--- src/hw/rtl/mlcd_pkg.sv ---
// Shared constants, command and status types and helpers for the memory LCD frame buffer.
`timescale 1ns / 1ps

package mlcd_pkg;

    // Panel geometry
    localparam int LINE_PIXELS = 400;
    localparam int LINE_COUNT  = 240;
    localparam int LINE_BYTES  = (LINE_PIXELS + 7) / 8;
    localparam int STORE_BYTES = LINE_BYTES * LINE_COUNT;
    localparam int ADDR_W      = $clog2(STORE_BYTES);
    localparam int BYTE_W      = $clog2(LINE_BYTES);
    localparam int CUR_W       = 8;
    localparam int COORD_W     = 9;

    // Display command bits
    localparam logic [7:0] CMD_WRITE = 8'h80;
    localparam logic [7:0] CMD_VCOM  = 8'h40;
    localparam logic [7:0] CMD_CLEAR = 8'h20;

    // Input actions
    localparam logic [2:0] ACT_WRITE_PIXEL = 3'd0;
    localparam logic [2:0] ACT_READ_PIXEL  = 3'd1;
    localparam logic [2:0] ACT_FILL_BLACK  = 3'd2;
    localparam logic [2:0] ACT_FILL_WHITE  = 3'd3;
    localparam logic [2:0] ACT_CLEAR       = 3'd4;
    localparam logic [2:0] ACT_REFRESH     = 3'd5;

    // Output byte sources
    localparam logic [2:0] OUT_PIXEL      = 3'd0;
    localparam logic [2:0] OUT_PIXEL_MISS = 3'd1;
    localparam logic [2:0] OUT_CLEAR_CMD  = 3'd2;
    localparam logic [2:0] OUT_WRITE_CMD  = 3'd3;
    localparam logic [2:0] OUT_LINE_ADDR  = 3'd4;
    localparam logic [2:0] OUT_DATA       = 3'd5;
    localparam logic [2:0] OUT_ZERO       = 3'd6;

    typedef struct packed {
        logic       capture;
        logic       addr_load_loc;
        logic       addr_load_line;
        logic       addr_load_zero;
        logic       addr_inc;
        logic       mem_rd;
        logic       mem_wr;
        logic       wr_fill;
        logic       out_load;
        logic [2:0] out_sel;
        logic       out_release;
        logic       out_last;
        logic       vcom_toggle;
        logic       cursor_clear;
        logic       cursor_inc;
        logic       byte_clear;
        logic       byte_inc;
    } mlcd_cmd_t;

    typedef struct packed {
        logic [2:0] action;
        logic       in_bounds;
        logic       cursor_zero;
        logic       cursor_final;
        logic       byte_last;
        logic       addr_last;
        logic       load_ok;
    } mlcd_status_t;

    // Reverse the bit order of a byte
    function automatic logic [7:0] flip8(input logic [7:0] b);
        logic [7:0] r;
        for (int i = 0; i < 8; i++) begin
            r[7 - i] = b[i];
        end
        return r;
    endfunction

endpackage

--- src/hw/rtl/mlcd_ctrl.sv ---
// Controller state machine sequencing pixel access, fills, clear and line bursts.
`timescale 1ns / 1ps

module mlcd_ctrl
(
    input  logic                   clk,
    input  logic                   rst_n,
    input  logic                   in_valid,
    output logic                   in_stall,
    input  mlcd_pkg::mlcd_status_t status,
    output mlcd_pkg::mlcd_cmd_t    cmd
);
    import mlcd_pkg::*;

    localparam logic [3:0] ST_IDLE     = 4'd0;
    localparam logic [3:0] ST_DECODE   = 4'd1;
    localparam logic [3:0] ST_WR_RD    = 4'd2;
    localparam logic [3:0] ST_WR_MOD   = 4'd3;
    localparam logic [3:0] ST_PIX_RD   = 4'd4;
    localparam logic [3:0] ST_PIX_ANS  = 4'd5;
    localparam logic [3:0] ST_PIX_MISS = 4'd6;
    localparam logic [3:0] ST_FILL     = 4'd7;
    localparam logic [3:0] ST_CLR_CMD  = 4'd8;
    localparam logic [3:0] ST_CLR_END  = 4'd9;
    localparam logic [3:0] ST_REF_CMD  = 4'd10;
    localparam logic [3:0] ST_REF_ADDR = 4'd11;
    localparam logic [3:0] ST_REF_RD   = 4'd12;
    localparam logic [3:0] ST_REF_DATA = 4'd13;
    localparam logic [3:0] ST_REF_TRL  = 4'd14;
    localparam logic [3:0] ST_REF_END  = 4'd15;

    logic [3:0] state_reg;
    logic [3:0] state_next;

    assign in_stall = (state_reg != ST_IDLE);

    // Next state and commands
    always_comb
    begin
        state_next = state_reg;
        cmd        = '0;
        cmd.out_sel = OUT_ZERO;
        unique case (state_reg)
            ST_IDLE:
            begin
                if (in_valid)
                begin
                    cmd.capture = 1'b1;
                    state_next  = ST_DECODE;
                end
            end
            ST_DECODE:
            begin
                unique case (status.action)
                    ACT_WRITE_PIXEL:
                    begin
                        if (status.in_bounds)
                        begin
                            cmd.addr_load_loc = 1'b1;
                            state_next        = ST_WR_RD;
                        end
                        else
                        begin
                            state_next = ST_IDLE;
                        end
                    end
                    ACT_READ_PIXEL:
                    begin
                        if (status.in_bounds)
                        begin
                            cmd.addr_load_loc = 1'b1;
                            state_next        = ST_PIX_RD;
                        end
                        else
                        begin
                            state_next = ST_PIX_MISS;
                        end
                    end
                    ACT_FILL_BLACK, ACT_FILL_WHITE:
                    begin
                        cmd.addr_load_zero = 1'b1;
                        state_next         = ST_FILL;
                    end
                    ACT_CLEAR:
                    begin
                        state_next = ST_CLR_CMD;
                    end
                    ACT_REFRESH:
                    begin
                        cmd.addr_load_line = 1'b1;
                        cmd.byte_clear     = 1'b1;
                        state_next = status.cursor_zero ? ST_REF_CMD : ST_REF_ADDR;
                    end
                    default:
                    begin
                        state_next = ST_IDLE;
                    end
                endcase
            end
            ST_WR_RD:
            begin
                cmd.mem_rd = 1'b1;
                state_next = ST_WR_MOD;
            end
            ST_WR_MOD:
            begin
                cmd.mem_wr = 1'b1;
                state_next = ST_IDLE;
            end
            ST_PIX_RD:
            begin
                cmd.mem_rd = 1'b1;
                state_next = ST_PIX_ANS;
            end
            ST_PIX_ANS:
            begin
                if (status.load_ok)
                begin
                    cmd.out_load = 1'b1;
                    cmd.out_sel  = OUT_PIXEL;
                    cmd.out_last = 1'b1;
                    state_next   = ST_IDLE;
                end
            end
            ST_PIX_MISS:
            begin
                if (status.load_ok)
                begin
                    cmd.out_load = 1'b1;
                    cmd.out_sel  = OUT_PIXEL_MISS;
                    cmd.out_last = 1'b1;
                    state_next   = ST_IDLE;
                end
            end
            ST_FILL:
            begin
                cmd.mem_wr   = 1'b1;
                cmd.wr_fill  = 1'b1;
                cmd.addr_inc = 1'b1;
                if (status.addr_last)
                begin
                    state_next = ST_IDLE;
                end
            end
            ST_CLR_CMD:
            begin
                if (status.load_ok)
                begin
                    cmd.out_load    = 1'b1;
                    cmd.out_sel     = OUT_CLEAR_CMD;
                    cmd.vcom_toggle = 1'b1;
                    state_next      = ST_CLR_END;
                end
            end
            ST_CLR_END:
            begin
                if (status.load_ok)
                begin
                    cmd.out_load       = 1'b1;
                    cmd.out_release    = 1'b1;
                    cmd.out_last       = 1'b1;
                    cmd.cursor_clear   = 1'b1;
                    cmd.addr_load_zero = 1'b1;
                    state_next         = ST_FILL;
                end
            end
            ST_REF_CMD:
            begin
                if (status.load_ok)
                begin
                    cmd.out_load    = 1'b1;
                    cmd.out_sel     = OUT_WRITE_CMD;
                    cmd.vcom_toggle = 1'b1;
                    state_next      = ST_REF_ADDR;
                end
            end
            ST_REF_ADDR:
            begin
                if (status.load_ok)
                begin
                    cmd.out_load = 1'b1;
                    cmd.out_sel  = OUT_LINE_ADDR;
                    state_next   = ST_REF_RD;
                end
            end
            ST_REF_RD:
            begin
                cmd.mem_rd = 1'b1;
                state_next = ST_REF_DATA;
            end
            ST_REF_DATA:
            begin
                if (status.load_ok)
                begin
                    cmd.out_load = 1'b1;
                    cmd.out_sel  = OUT_DATA;
                    cmd.addr_inc = 1'b1;
                    cmd.byte_inc = 1'b1;
                    state_next   = status.byte_last ? ST_REF_TRL : ST_REF_RD;
                end
            end
            ST_REF_TRL:
            begin
                if (status.load_ok)
                begin
                    cmd.out_load = 1'b1;
                    if (status.cursor_final)
                    begin
                        state_next = ST_REF_END;
                    end
                    else
                    begin
                        cmd.out_last   = 1'b1;
                        cmd.cursor_inc = 1'b1;
                        state_next     = ST_IDLE;
                    end
                end
            end
            ST_REF_END:
            begin
                if (status.load_ok)
                begin
                    cmd.out_load     = 1'b1;
                    cmd.out_release  = 1'b1;
                    cmd.out_last     = 1'b1;
                    cmd.cursor_clear = 1'b1;
                    state_next       = ST_IDLE;
                end
            end
            default:
            begin
                state_next = ST_IDLE;
            end
        endcase
    end

    always_ff @(posedge clk or negedge rst_n)
    begin
        if (!rst_n)
        begin
            state_reg <= ST_IDLE;
        end
        else
        begin
            state_reg <= state_next;
        end
    end

endmodule

--- config.mk ---
export PLATFORM = sky130hd
export DESIGN_NAME = mlcd_ctrl
export DESIGN_NICKNAME = d
export VERILOG_FILES = /design/src/hw/rtl/mlcd_pkg.sv /design/src/hw/rtl/mlcd_ctrl.sv
export SDC_FILE = /design/constraint.sdc
export NUM_CORES = 1
export LEC_CHECK = 0
export BUFFER_PORTS_ARGS = -buffer_cell sky130_fd_sc_hd__buf_4
export CORE_MARGIN = 4
export CORE_UTILIZATION = 23
export DETAILED_ROUTE_END_ITERATION = 12
export PLACE_DENSITY_LB_ADDON = 0.25
export SLEW_MARGIN = 0
export SYNTH_ARGS = -nofsm -noshare
export SYNTH_HDL_FRONTEND = slang
export SYNTH_SLANG_ARGS = --single-unit
--- constraint.sdc ---
create_clock -name clk -period 4.45 [get_ports clk]
set_input_delay 0.2225 -clock clk [delete_from_list [all_inputs] [get_ports clk]]
set_output_delay 0.2225 -clock clk [all_outputs]
set_load 0.02 [all_outputs]
# After elaboration in Yosys (flattened, before gate mapping)
# Index checks and enable logic that the tools add are counted.
# op_classes
mux	47
eq_ne	29
reduce_logical	13
# op_table
op	n
$mux 4	16
$pmux 4 s14	1
$eq 4x4->1 const B	8
$pmux 4 s5	1
$mux 1	19
$pmux 3 s6	1
$eq 4x3->1 const B	4
$ne 2x2->1 const B	8
$reduce_or 2->1	6
$mux 2	5
$reduce_and 9->1	1
$reduce_or 3->1	3
$eq 4x2->1 const B	2
$pmux 1 s7	1
$eq 3x2->1 const B	2
$eq 3x3->1 const B	2
$eq 4x1->1 const B	1
$logic_not 4->1	1
$pmux 1 s2	2
$reduce_bool 4->1	1
$eq 3x1->1 const B	1
$logic_not 3->1	1
$pmux 1 s3	1
$ne 2x1->1 const B	1
# totals
inputBits	12
output_inout_bits	20
word_cells	90
regBits	4

# Depth between registers and ports, before layout
# Gate-level depths: netlist of the first run.
# depth
depth_word	4
ltp_mapped	7
ltp_nobuf	5

# Least setup slack after synthesis of the first run
# No wires, ideal clock.
# synth_path
kind	register to output
from	register state_reg[3]
to	output cmd[14] (netlist name)
required_ps	4228
t_arrival_ps	1557
stages_incl_launch_ff	5
path_buffers	1
path_slack_ps	2671
cell_sequence	dfrtp_1 > buf_1 > nand2_1 > nor3_1 > or2_2
# synth_rtl
element	line	rtl
from (decl)	mlcd_ctrl.sv:32	logic [3:0] state_reg;
from (signal assigned)	mlcd_ctrl.sv:245	state_reg <= state_next;
to (decl)	mlcd_ctrl.sv:11	output mlcd_pkg::mlcd_cmd_t cmd

==> metrics, run 1 <==
outcome finished clean; Die Width 60.7 um; setup total negative slack 0 ns; fin cells 155; max reg flops 4; share of cells above drive strength 1 30.4%; global-route wire length before repair 3060 um; Die Height 60.7 um; Max-Cap Viols 0; initial antenna violation count 0; Critical Path Source Type flop; CTS tree built; ys flop type dfrtp_1; clock-pin slew on the worst setup and hold paths 0.04 ns; clk_lat worst skew 0.24 ns; vias in the first global route 678; clock tree buffer depth 2; Setup Viol. Count Final 0; Port Buf Inserts 31; minimum clock period 2.07 ns; CP required 4.23 ns; drt first pass iters 5; GRT Overall Usage 11.0%; Die ar. 3680 um^2; via count 822; Worst R2R Setup Slack 2.39 ns; Post-synth EDFFs 0; Worst-Margin Slew 0.612 ns; Max Clock Skew 0.00638 ns; Root Buffer clkbuf_4; Num CTS Buffers 3; FF-to-FF End state_reg[2]$_DFFE_PN0P_; CP arrival 1.85 ns; crit path capture type output pin; nets@finish 139; most frequent cells in the layout buf_4 (31), nand2_1 (13), nor2_1 (11), o21ai_0 (9), nand2b_1 (7); leading cell type in the layout, fill and taps excluded buf_4; DPL Wire Length 1540 um; Final period util 46.5%; via/cell ratio 5.30; Final Hold Viols 0; synthesized area 638 um^2; post_cts resized 0; setup bufs post-CTS 0; drt first-iter violations 17; Leak Pwr 0.423 nW; Pwr per Cell Area 593 nW/um^2; area post-placement 863 um^2; R2R depth 5; crit path kind flop to output pin; gr ovfl total 0; Min-Delay Path Class input port to async pin; Post-synth ARST share 100%; CTS Sinks 4; yosys warns 0; global placement routability congestion 0.808; FF-to-FF Start state_reg[1]$_DFFE_PN0P_; Cells after DPL 151; DRC viols 0; Worst slew margin 59.2%; Max H-tree Level 1; Initial Util 24.9%; mean post-synth cell area 6.45 um^2; Post-DRT Antenna Nets 0; critical path peak fanout 22; WL final 1960 um; Layout area overhead 40.4%; total power 532 uW; RSZ-0062 raised after global routing no; fmax 0.483 GHz; fin. max-slew vios 0; Seq cells post-synth 4; hold bufs inserted after CTS 1; maximum vdd drop 213 uV; I/O pins 32; antenna diode count 0; core area 2570 um^2; Avg WL per Cell 12.6 um; sequential area share after synthesis 15.7%; Design Area, Final 896 um^2; Mapped Cells 99; Row Count 18; largest net degree at the start of global routing 23; Min Hold Slack 0.321 ns; Net Count, Synth 111; Synth cell types 37
stage by stage:
stage / setup WS [ns] / utilization [%]
after global placement: 2.41 / 33.6
final: 2.38 / 34.9
after CTS: 2.38 / 34.9
after detailed placement: 2.41 / 33.6
after floorplan: 2.67 / -
after global routing: 2.24 / 34.9
power by group:
group          internal [mW]  switching, mW  leakage, nW
registers             0.0518         0.0730       0.0497
logic                  0.163          0.199        0.360
clock network         0.0302         0.0154       0.0138
total                  0.245          0.287        0.423
how the worst max path moves through the flow:
| stage | start | end | slack, ns | cells after the start |
|---|---|---|---|---|
| 3_3_place_gp | state_reg[1]$_DFFE_PN0P_ | state_reg[2]$_DFFE_PN0P_ | 2.41 | 5 |
| 5_1_grt | state_reg[1]$_DFFE_PN0P_ | state_reg[1]$_DFFE_PN0P_ | 2.24 | 5 |
| 3_5_place_dp | state_reg[1]$_DFFE_PN0P_ | state_reg[1]$_DFFE_PN0P_ | 2.41 | 5 |
| 4_1_cts | state_reg[1]$_DFFE_PN0P_ | cmd[14] | 2.38 | 5 |
| 2_1_floorplan | state_reg[3]$_DFFE_PN0P_ | cmd[14] | 2.67 | 4 |
| 6_report | state_reg[3]$_DFFE_PN0P_ | cmd[2] | 2.38 | 3 |
area by class of cell:
class,count,area [um^2]
Clock buffer,3,22.5
Fill cell,284,1670
Inverter,5,18.8
Multi-Input combinational cell,81,474
Sequential cell,4,100
Tap cell,30,37.5
Timing Repair Buffer,32,243
cells in the mapped netlist, drive strengths merged (2+ instances only):
cell type | n | area (um^2)
and3 | 2 | 12.5
mux2 | 2 | 22.5
nand2 | 13 | 48.8
mux2i | 2 | 20.0
buf | 6 | 33.8
nor2b | 2 | 20.0
dfrtp | 4 | 100
a21oi | 5 | 25.0
nor3 | 6 | 30.0
nor2 | 11 | 41.3
nand2b | 7 | 43.8
o21ai | 11 | 58.8
inv | 5 | 18.8
clkbuf | 3 | 11.3
nand3 | 2 | 10.0
or3 | 3 | 18.8
critical path: stages, from the launching register on:
cell	delay [ns]
dfrtp_1	0.72
nand2_1	0.28
nor4_1	0.39
buf_4	0.21
metal layers:
metal	up-vias	track usage [%]	wire, um
met1	369	15.0	878
met3	2	2.34	231
met5	-	0	0
met2	49	16.6	826
li1	402	-	-
met4	0	4.64	19
cells by family after synthesis:
group | share of synthesized area [%]
buffers and inverters | 10.0
AND/OR/NAND/NOR | 41.6
flip-flops | 15.7
multiplexers | 6.67
XOR/XNOR | 1.37
AO/OA/AOI/OAI | 24.7
Power figures use the tool's default switching activity.
==> inputs of run 2 (changes only) <==
==> constraint.sdc (replaced) <==
create_clock -name clk -period 1.95 [get_ports clk]
set_input_delay 0.0975 -clock clk [delete_from_list [all_inputs] [get_ports clk]]
set_output_delay 0.0975 -clock clk [all_outputs]
set_load 0.02 [all_outputs]
==> metrics, run 2 (synthesis results as in run 1) <==
outcome finished clean (unchanged); Max-Cap Viols 0 (unchanged); nets@finish 149 (was 139); setup bufs post-CTS 0 (unchanged); crit-path most repeated cell buf_4; Critical Path Source Type flop (unchanged); FF-to-FF End state_reg[2]$_DFFE_PN0P_ (unchanged); clk_lat worst skew 0.23 ns (was 0.24 ns); clock tree buffer depth 2 (unchanged); Slowest-stage cell, CP dfrtp_1 (unchanged); core area 2570 um^2 (unchanged); Min Hold Slack 0.196 ns (was 0.321 ns); CTS Sinks 4 (unchanged); via/cell ratio 5.12 (was 5.30); critical path peak fanout 12 (was 22); total power 1.36 mW (was 532 uW); Worst slew margin 75.8% (was 59.2%); fin util 37.9% (was 34.9%); Post-DRT Antenna Nets 0 (unchanged); global-route wire length before repair 3530 um (was 3060 um); Worst R2R Setup Slack 0.14 ns (was 2.39 ns); Worst-Margin Slew 0.362 ns (was 0.612 ns); CP arrival 1.75 ns (was 1.85 ns); Die ar. 3680 um^2 (unchanged); Die Height 60.7 um (unchanged); Leak Pwr 0.471 nW (was 0.423 nW); CP required 1.85 ns (was 4.23 ns); crit path kind flop to output pin (unchanged); FF-to-FF Start state_reg[1]$_DFFE_PN0P_ (unchanged); drt first-iter violations 27 (was 17); Die Width 60.7 um (unchanged); Root Buffer clkbuf_4 (unchanged); Setup Viol. Count Final 0 (unchanged); CTS tree built (unchanged); crit path capture type output pin (unchanged); Max H-tree Level 1 (unchanged); DPL Wire Length 1770 um (was 1540 um); met2 usage 19.5% (was 16.6%); Final period util 94.7%; drt first pass iters 4 (was 5); fmax 0.541 GHz; Min-Delay Path Class input port to async pin (unchanged); fin. max-slew vios 0 (unchanged); Avg WL per Cell 12.9 um (was 12.6 um); R2R depth 5 (unchanged); Num CTS Buffers 3 (unchanged); vias in the first global route 804 (was 678); minimum clock period 1.85 ns; GRT Overall Usage 12.4% (was 11.0%); M1 GR Usage 16.3% (was 15.0%); DRC viols 0 (unchanged); setup total negative slack 0 ns (unchanged); Initial Util 24.9% (unchanged); leading cell type in the layout, fill and taps excluded buf_4 (unchanged); slowest stage delay, CP 0.54 ns (was 0.72 ns); global placement routability congestion 0.901 (was 0.808); clock-pin slew on the worst setup and hold paths 0.04 ns (about the same); I/O pins 32 (unchanged); via count 844 (was 822); fin cells 165 (was 155); share of cells above drive strength 1 36.3% (was 30.4%); Port Buf Inserts 31 (unchanged); Cells after DPL 161 (was 151); RSZ-0062 raised after global routing no (unchanged); Pwr per Cell Area 1390 nW/um^2 (was 593 nW/um^2); Layout area overhead 52.4% (was 40.4%); Max Clock Skew 0.000391 ns (was 0.00638 ns); worst path cell trace buf_4, inv_1, or3_1, o21ai_0, nand2_1, buf_4 (was nand2_1, nor4_1, buf_4); GR Util met3 1.91% (was 2.34%); Row Count 18 (unchanged); largest net degree at the start of global routing 13 (was 23); Final Hold Viols 0 (unchanged); GR peak layer met2 (unchanged); maximum vdd drop 500 uV (was 213 uV); initial antenna violation count 0 (unchanged); gr ovfl total 0 (unchanged); max reg flops 4 (unchanged); most frequent cells in the layout buf_4 (41), nand2_1 (13), nor2_1 (11), o21ai_0 (9), nand2b_1 (7) (was buf_4 (31), nand2_1 (13), nor2_1 (11), o21ai_0 (9), nand2b_1 (7)); WL final 2130 um (was 1960 um); antenna diode count 0 (unchanged)
run 2: cell types whose count changed in the layout (fill, tap and decap cells not counted), sizes merged:
cell / previous run / this run
buf: 31 / 41
run 2: final cells by class:
type	instances	area, um^2
Tap cell	30	37.5
Fill cell	286	1600
Multi-Input combinational cell	81	474
Timing Repair Buffer	42	318
Clock buffer	3	22.5
Inverter	5	18.8
Sequential cell	4	101
run 2: timing repair:
item	4_1_cts	5_1_grt
setup endpoints to repair	0	1
hold buffers	1	0
resized for setup	0	1
hold endpoints to repair	4	0
run 2: worst max path at each step:
stage | end | start | slack [ns] | cells after the start
detailed placement | state_reg[2]$_DFFE_PN0P_ | state_reg[1]$_DFFE_PN0P_ | 0.11 | 5
finish | cmd[9] | state_reg[3]$_DFFE_PN0P_ | 0.10 | 6
floorplan | state_reg[2]$_DFFE_PN0P_ | state_reg[1]$_DFFE_PN0P_ | 0.22 | 6
CTS | state_reg[2]$_DFFE_PN0P_ | state_reg[1]$_DFFE_PN0P_ | 0.09 | 5
global route | cmd[9] | state_reg[3]$_DFFE_PN0P_ | 0.004 | 6
global placement | state_reg[2]$_DFFE_PN0P_ | state_reg[1]$_DFFE_PN0P_ | 0.13 | 5
run 2: critical path, delay by kind of cell (launching register included):
family	cells	cell delay [ns]
flip-flops	1	0.54
AND/OR/NAND/NOR	2	0.44
buffers and inverters	3	0.44
AO/OA/AOI/OAI	1	0.09
run 2: power breakdown:
group	internal [mW]	switching (mW)
Combinational	0.480	0.576
Sequential	0.122	0.0738
Clock	0.0689	0.0341
Total	0.671	0.684
run 2: stage by stage:
step	worst slack [ns]	cell area [um^2]
floorplan	0.224	638
global placement	0.129	938
detailed placement	0.107	938
CTS	0.0897	971
global route	0.00391	972
finish	0.103	972
run 2: per-layer routing:
layer  up-vias  wire length, um  part of all wire [%]
met4         0               38                   1.8
li1        424                -                     -
met3         6              149                   7.0
met5         -                0                     0
met2        32              993                    47
met1       382              949                    45
==> inputs of run 3 (changes only) <==
--- a/config.mk
+++ b/config.mk
@@ -5,11 +5,12 @@
 export SDC_FILE = /design/constraint.sdc
 export NUM_CORES = 1
 export LEC_CHECK = 0
-export BUFFER_PORTS_ARGS = -buffer_cell sky130_fd_sc_hd__buf_4
 export CORE_MARGIN = 4
 export CORE_UTILIZATION = 23
 export DETAILED_ROUTE_END_ITERATION = 12
+export DONT_BUFFER_PORTS = 1
 export PLACE_DENSITY_LB_ADDON = 0.25
+export SKIP_LAST_GASP = 1
 export SLEW_MARGIN = 0
 export SYNTH_ARGS = -nofsm -noshare
 export SYNTH_HDL_FRONTEND = slang
==> metrics, run 3 (synthesis results as in run 1) <==
Design Area, Final 791 um^2 (was 972 um^2); Post-DRT Antenna Nets 0 (unchanged); outcome finished clean (unchanged); setup total negative slack 0 ns (unchanged); Layout area overhead 23.9% (was 52.4%); area post-placement 758 um^2 (was 938 um^2); DRC viols 0 (unchanged); setup bufs post-CTS 0 (unchanged); share of cells above drive strength 1 21.6% (was 36.3%); Die Width 60.7 um (unchanged); drt first-iter violations 14 (was 27); Min-Delay Path Class input port to async pin (unchanged); maximum vdd drop 526 uV (was 500 uV); most frequent cells in the layout buf_4 (17), nand2_1 (13), nor2_1 (11), o21ai_0 (9), nand2b_1 (7) (was buf_4 (41), nand2_1 (13), nor2_1 (11), o21ai_0 (9), nand2b_1 (7)); GRT Overall Usage 11.6% (was 12.4%); crit path kind flop to flop (was flop to output pin); Num CTS Buffers 3 (unchanged); Avg WL per Cell 14.5 um (was 12.9 um); via count 739 (was 844); post_cts resized 0 (unchanged); Initial Util 24.9% (unchanged); global-route wire length before repair 3240 um (was 3530 um); Setup Viol. Count Final 0 (unchanged); clock tree buffer depth 2 (unchanged); Worst-Margin Slew 0.390 ns (was 0.362 ns); fin cells 141 (was 165); Storage cell area 100 um^2 (was 101 um^2); total power 1.24 mW (was 1.36 mW); Port Buf Inserts 0 (was 31); clock-pin slew on the worst setup and hold paths 0.04 ns (about the same); final setup margin 0.136 ns (was 0.103 ns); nets@finish 125 (was 149); gr ovfl total 0 (unchanged); Root Buffer clkbuf_4 (unchanged); hold bufs inserted after CTS 1 (unchanged); clk_lat worst skew 0.24 ns (was 0.23 ns); FF-to-FF End state_reg[2]$_DFFE_PN0P_ (unchanged); Worst slew margin 73.9% (was 75.8%); Max H-tree Level 1 (unchanged); CTS tree built (unchanged); fmax 0.551 GHz (was 0.541 GHz); Final period util 93.0% (was 94.7%); Max-Cap Viols 0 (unchanged); CP required 2.06 ns (was 1.85 ns); DPL Wire Length 1650 um (was 1770 um); max reg flops 4 (unchanged); Layout fillers 317 (was 286); Final Hold Viols 0 (unchanged); Leak Pwr 0.353 nW (was 0.471 nW); via/cell ratio 5.24 (was 5.12); FF-to-FF Start state_reg[0]$_DFFE_PN0P_ (was state_reg[1]$_DFFE_PN0P_); WL final 2040 um (was 2130 um); CTS Sinks 4 (unchanged); Multi-input gate area 474 um^2 (unchanged); Row Count 18 (unchanged); vias in the first global route 703 (was 804); crit path capture type flop (was output pin); Critical Path Source Type flop (unchanged); Pwr per Cell Area 1560 nW/um^2 (was 1390 nW/um^2); Min Hold Slack 0.130 ns (was 0.196 ns); minimum clock period 1.81 ns (was 1.85 ns); largest net degree at the start of global routing 19 (was 13); I/O pins 32 (unchanged); RSZ-0062 raised after global routing no (unchanged); drt first pass iters 4 (unchanged); CP arrival 1.93 ns (was 1.75 ns); fin util 30.8% (was 37.9%); Worst R2R Setup Slack 0.14 ns (about the same); Cells after DPL 137 (was 161); Die ar. 3680 um^2 (unchanged); initial antenna violation count 0 (unchanged); fin. max-slew vios 0 (unchanged); R2R depth 5 (unchanged); pre-CTS WS 0.145 ns (was 0.107 ns); leading cell type in the layout, fill and taps excluded buf_4 (unchanged); antenna diode count 0 (unchanged); Max Clock Skew 0.00365 ns (was 0.000391 ns); core area 2570 um^2 (unchanged); Die Height 60.7 um (unchanged); global placement routability congestion 0.811 (was 0.901); critical path peak fanout 9 (was 12)
-- run 3: cell count changes in the layout (fill, tap and decap cells not counted) --
cell,before,now
buf_4,41,17
dfrtp_2,1,0
dfrtp_1,3,4
-- run 3: how the worst max path moves through the flow --
stage / from / endpoint / slack, ns / depth (start not counted)
floorplan: state_reg[1]$_DFFE_PN0P_ / state_reg[2]$_DFFE_PN0P_ / 0.22 / 6
global placement: state_reg[0]$_DFFE_PN0P_ / state_reg[2]$_DFFE_PN0P_ / 0.19 / 5
detailed placement: state_reg[0]$_DFFE_PN0P_ / state_reg[2]$_DFFE_PN0P_ / 0.15 / 5
CTS: state_reg[0]$_DFFE_PN0P_ / state_reg[2]$_DFFE_PN0P_ / 0.13 / 5
global route: state_reg[0]$_DFFE_PN0P_ / state_reg[2]$_DFFE_PN0P_ / 0.01 / 5
finish: state_reg[0]$_DFFE_PN0P_ / state_reg[2]$_DFFE_PN0P_ / 0.14 / 5
-- run 3: cell type report --
type | instances | share of cell area (%)
repair buffers | 18 | 17.4
inverters | 5 | 2.37
flip-flops and latches | 4 | 12.7
multi-input cells | 81 | 60.0
clock buffers | 3 | 2.85
well taps | 30 | 4.75
-- run 3: power breakdown --
group / leakage [nW] / switching, mW / total (mW) / internal [mW]
sequential: 0.0497 / 0.0563 / 0.177 / 0.121
combinational: 0.290 / 0.576 / 0.957 / 0.381
clock: 0.0138 / 0.0328 / 0.102 / 0.0687
-- run 3: per-layer routing --
| layer | vias up | wire (um) | global-route usage [%] |
|---|---|---|---|
| li1 | 373 | - | - |
| met1 | 336 | 954 | 16.3 |
| met2 | 28 | 894 | 16.2 |
| met3 | 2 | 174 | 5.11 |
| met4 | 0 | 16 | 2.79 |
| met5 | - | 0 | 0 |
-- run 3: critical path: stages, from the launching register on --
cell and delay [ns]:
dfrtp_1 0.45, nor2b_4 0.19, o21ai_2 0.16, a21oi_1 0.07, or3_1 0.43, o41a_1 0.40
